File: src/rtl/ula_pkg.sv
// Shared types and constants for the serial line assembler queue.
// Used by ula_ctrl, ula_dp and the top level; no dependencies.
package ula_pkg;

  localparam int LINE_BYTES  = 64;
  localparam int QUEUE_LINES = 4;

  // One spare row is kept for the line being gathered, so it never overlaps a queued line.
  localparam int ROWS      = QUEUE_LINES + 1;
  localparam int PTR_W     = $clog2(ROWS);
  localparam int LEN_W     = $clog2(LINE_BYTES);
  localparam int ADDR_W    = PTR_W + LEN_W;
  localparam int MEM_DEPTH = 2 ** ADDR_W;

  localparam logic [7:0] BYTE_CR = 8'h0D;
  localparam logic [7:0] BYTE_LF = 8'h0A;

  localparam logic FUNC_RX  = 1'b0;
  localparam logic FUNC_POP = 1'b1;

  typedef struct packed {
    logic rx_take;    // store or act on a received byte
    logic pop_start;  // begin a pop request, fetch first character
    logic pop_next;   // current character taken, fetch the next one
    logic pop_done;   // final result taken, retire the line
  } cmd_t;

  typedef struct packed {
    logic last;       // the result on show is the final one of the pop
  } sts_t;

endpackage

File: src/rtl/ula_ctrl.sv
// Controller for the line assembler queue: idle/stream state machine.
// Depends on ula_pkg for cmd_t and sts_t.
module ula_ctrl (
  input  logic          clk,
  input  logic          rst_n,
  input  logic          in_valid,
  input  logic          in_func,
  input  logic          out_ready,
  input  ula_pkg::sts_t sts,
  output logic          in_ready,
  output logic          out_valid,
  output ula_pkg::cmd_t cmd
);

  typedef enum logic {
    ST_IDLE,
    ST_SHOW
  } state_t;

  state_t state_r;
  logic   in_ready_r;
  logic   out_valid_r;
  logic   in_take;
  logic   out_take;

  assign in_take  = in_valid && in_ready_r;
  assign out_take = out_valid_r && out_ready;

  always_comb begin
    cmd           = '0;
    cmd.rx_take   = in_take && (in_func == ula_pkg::FUNC_RX);
    cmd.pop_start = in_take && (in_func == ula_pkg::FUNC_POP);
    cmd.pop_next  = out_take && !sts.last;
    cmd.pop_done  = out_take && sts.last;
  end

  always_ff @(posedge clk) begin
    if (!rst_n) begin
      state_r     <= ST_IDLE;
      in_ready_r  <= 1'b0;
      out_valid_r <= 1'b0;
    end else begin
      unique case (state_r)
        ST_IDLE: begin
          if (cmd.pop_start) begin
            state_r     <= ST_SHOW;
            in_ready_r  <= 1'b0;
            out_valid_r <= 1'b1;
          end else begin
            in_ready_r <= 1'b1;
          end
        end
        ST_SHOW: begin
          if (cmd.pop_done) begin
            state_r     <= ST_IDLE;
            in_ready_r  <= 1'b1;
            out_valid_r <= 1'b0;
          end
        end
        default: begin
          state_r     <= ST_IDLE;
          in_ready_r  <= 1'b0;
          out_valid_r <= 1'b0;
        end
      endcase
    end
  end

  assign in_ready  = in_ready_r;
  assign out_valid = out_valid_r;

endmodule

File: config.mk
export PLATFORM = sky130hd
export DESIGN_NAME = ula_ctrl
export DESIGN_NICKNAME = d
export VERILOG_FILES = /design/src/rtl/ula_pkg.sv /design/src/rtl/ula_ctrl.sv
export SDC_FILE = /design/constraint.sdc
export NUM_CORES = 1
export LEC_CHECK = 0
export BUFFER_PORTS_ARGS = -buffer_cell sky130_fd_sc_hd__buf_4
export CAP_MARGIN = 15
export CORE_AREA = 2 2 39 41
export DETAILED_ROUTE_END_ITERATION = 8
export DIE_AREA = 0 0 41 43
export SLEW_MARGIN = 20
export SYNTH_ARGS = -nofsm -noshare
export SYNTH_HDL_FRONTEND = slang
export SYNTH_SLANG_ARGS = --single-unit
File: constraint.sdc
create_clock -name clk -period 0.95 [get_ports clk]
set_clock_uncertainty 0.2 [all_clocks]
set_input_delay 0.095 -clock clk [delete_from_list [all_inputs] [get_ports clk]]
set_output_delay 0.095 -clock clk [all_outputs]
set_load 0.02 [all_outputs]
==> impl_metrics.csv <==
group,metric,value,unit
logic_synthesis,synth_top_family_by_area,"simple AND/OR/NAND/NOR gates",
drt,viasPerCell,4.078,
floorplanning,rows,14,
setup_path,crit_chain,"buf_6 > nand2_4 > nor2_4 > buf_6",
clocking,clk_latency,0.23,ns
timing,worst_pin_slew,0.1485,ns
clocking,cts.clk_slew.worst_paths,0.04,ns
clocking,h-tree-depth,1,
logic_synthesis,synth-seq-cells,3,
timing,setup_violations,9,
global_route,grtUsageTotal,6.300,%
power_and_ir_drop,combPwrFrac,22.1,%
timing,setup_tns,-1.504,ns
clocking,clk_path_buf_depth,2,
placement,io_buffers,11,
hold_path,hp-class,"input port to register",
setup_path,crit_arrival,0.90,ns
global_route,grt_pass1_wl,621,um
placement,dp_cells,46,
run_status,status,"complete, but fails checks",
drt,wl_met2,272,um
global_route,grt_max_degree,5,
floorplanning,fp.dieH,43,um
timing,finalCritPeriodShare,126.2,%
timing,hold_slack,-0.06087,ns
timing,hold_violations,3,
placement,gp_congestion,0.5651,
final_layout,syn_to_final_growth,135.0,%
floorplanning,start_util,10.58,%
power_and_ir_drop,ir_worst_vdd,341.4,uV
setup_path,crit_path_end_kind,"output port",
final_layout,final_cells,51,
timing,fmax,833.8,MHz
power_and_ir_drop,netSwitchingPower,0.1211,mW
drt,postRouteAntennaNets,0,
logic_synthesis,yosys.area.top_type,"dfxtp_1",
power_and_ir_drop,pwr-share-seq,30.7,%
power_and_ir_drop,p_leak,0.1571,nW
power_and_ir_drop,swShare,25.65,%
logic_synthesis,yosysWarningCount,0,
final_layout,antenna_cells,0,
power_and_ir_drop,finalPower,0.4721,mW
floorplanning,die-area,1763,um^2
setup_path,slowest_delay,0.33,ns
drt,dr_total_vias,208,
final_layout,nets,42,
clocking,clkSinkCount,3,
final_layout,stdcell_area,344.1,um^2
floorplanning,die_width,41,um
setup_path,worst_setup_path_start_kind,"register",
logic_synthesis,syn_nets,24,
drt,drt_wl_total,509,um
setup_path,path_delay_family,"flip-flops",
drt,wl_met3,73,um
logic_synthesis,synth_cell_type_count,10,
floorplanning,ios,12,
placement,dpl-instance-area,272.8,um^2
clocking,numCtsBuffers,3,
clocking,ctsRootBufferMaster,"clkbuf_4",
clocking,cts_tree,"yes",
setup_path,worstPathRequired,0.65,ns
power_and_ir_drop,power_frac_clock,47.2,%
logic_synthesis,synth_simple_gate_area_share,38.46,%
setup_path,critPathSlowestCell,"dfxtp_2",
drt,drt_iter0_drc,0,
drt,wl_per_cell,9.980,um
placement,dpl.hpwl,355.6,um
logic_synthesis,synth_compound_area_share,15.38,%
global_route,grt_pass1_vias,192,
setup_path,cp_num_buf_inv,2,
timing,timing.final.ws_setup,-0.2493,ns
drt,highest_layer,"met4",
power_and_ir_drop,pwr_density_cell,1372,nW/um^2
drt,route.detailed.drc,0,
setup_path,path_class,"register to output port",
logic_synthesis,synthMuxAreaShare,0,%
drt,wl_met1,156,um
job,cap_violations,0,
logic_synthesis,synth_xor_xnor_area_share,0,%
power_and_ir_drop,p_int,0.3510,mW
global_route,grt-ovfl-total,0,
logic_synthesis,avgSynthCellArea,8.133,um^2
logic_synthesis,synth_fa_ha_area_share,0,%
logic_synthesis,ys_seq_area_share,41.03,%
logic_synthesis,syn_area,146.4,um^2
setup_path,crit_fanout,3,
setup_path,cpMostUsedCell,"buf_6",
timing,final_max_slew_viol_count,0,
final_layout,drive_gt1_share,68.57,%
logic_synthesis,synthTopCellsByArea,"dfxtp_1, nand2_1, o22ai_1, and3_4, o311a_1",
global_route,antenna_found_initial,0,
timing,rsz0062_at_grt,"yes",
drt,dr.pass1.iters,1,
floorplanning,core,1384,um^2
logic_synthesis,synth_top_cell_area_share,41.03,%
timing,fin_crit,1.199,ns
logic_synthesis,synthCells,18,
timing,slew_headroom,90.05,%
run_status,violations,"negative hold slack, negative setup slack",
[power by group through the flow]
stage                     Sequential [mW]  Clock, mW  Combinational [mW]
after floorplan                     0.153          0              0.0272
after global placement              0.146          0              0.0810
after detailed placement            0.146          0              0.0819
after CTS                           0.145      0.231               0.100
after global routing                0.146      0.242               0.110
final                               0.145      0.223               0.105
[synthesized netlist by cell type]
cell / count
nand2_1: 4
dfxtp_1: 3
o311a_1: 1
nor2_1: 2
o22ai_1: 2
and3_1: 1
and3_4: 1
nand4b_1: 1
and3_2: 1
inv_1: 2
[timing repair]
action	CTS	global route
setup endpoints to repair	9	9
endpoints found under the hold margin	3	3
pin swaps	2	0
resized for setup	8	2
setup buffers	1	0
[worst register-to-register path, stage by stage, from the launching register on]
cell and delay, ns:
dfxtp_4 0.35, buf_6 0.10, nand4b_1 0.14, o22ai_1 0.20
[cells in the final DEF (no fill, tap or decap)]
master,instances
clkbuf_1,1
inv_1,2
nand2_1,3
nor2_4,1
buf_6,7
dfxtp_4,1
o22ai_1,2
dfxtp_1,1
o311a_1,1
nor2_2,1
nand2_4,1
dfxtp_2,1
nand4b_1,1
clkbuf_4,3
and3_2,1
buf_4,6
and3_4,2
[path summary, 6_finish.rpt]
path | startpoint | endpoint | slack [ns] | depth (start not counted)
setup / recovery | out_valid | cmd[1] | -0.25 | 4
hold / removal | rst_n | in_ready | -0.06 | 2
setup reg to reg | in_ready | out_valid | -0.12 | 3
hold reg to reg | state_r | state_r | 0.30 | 2
[cell families after synthesis]
family,Yosys count
flops,3
simple gates,10
buf+inv,2
compound gates,3
[sequential cells by signal, summed over array words and instances, names as in the netlist]
signal and count:
state_r 1, out_valid 1, in_ready 1
[metal layers]
metal,vias to the layer above,GRT usage (%)
met3,2,7.853
met5,-,0
li1,99,-
met4,0,6.000
met2,10,8.750
met1,97,3.492
[per-stage QoR]
| step | hold slack [ns] | util, % | setup WS (ns) |
|---|---|---|---|
| finish | -0.06087 | 24.86 | -0.2493 |
| global route | -0.06420 | 24.86 | -0.2831 |
| CTS | -0.06394 | 24.23 | -0.2492 |
| detailed placement | 0.1628 | 19.71 | -0.09481 |
| global placement | 0.1554 | 19.71 | -0.08012 |
| floorplan | 0.01609 | - | -0.1722 |
[cell type report]
class	instances	area [um^2]
Tap cell	16	20.02
Multi-Input combinational cell	13	101.3
Sequential cell	3	65.06
Timing Repair Buffer	13	123.9
Clock buffer	4	26.28
Inverter	2	7.507
Fill cell	160	1040
Power figures use the tool's default switching activity.
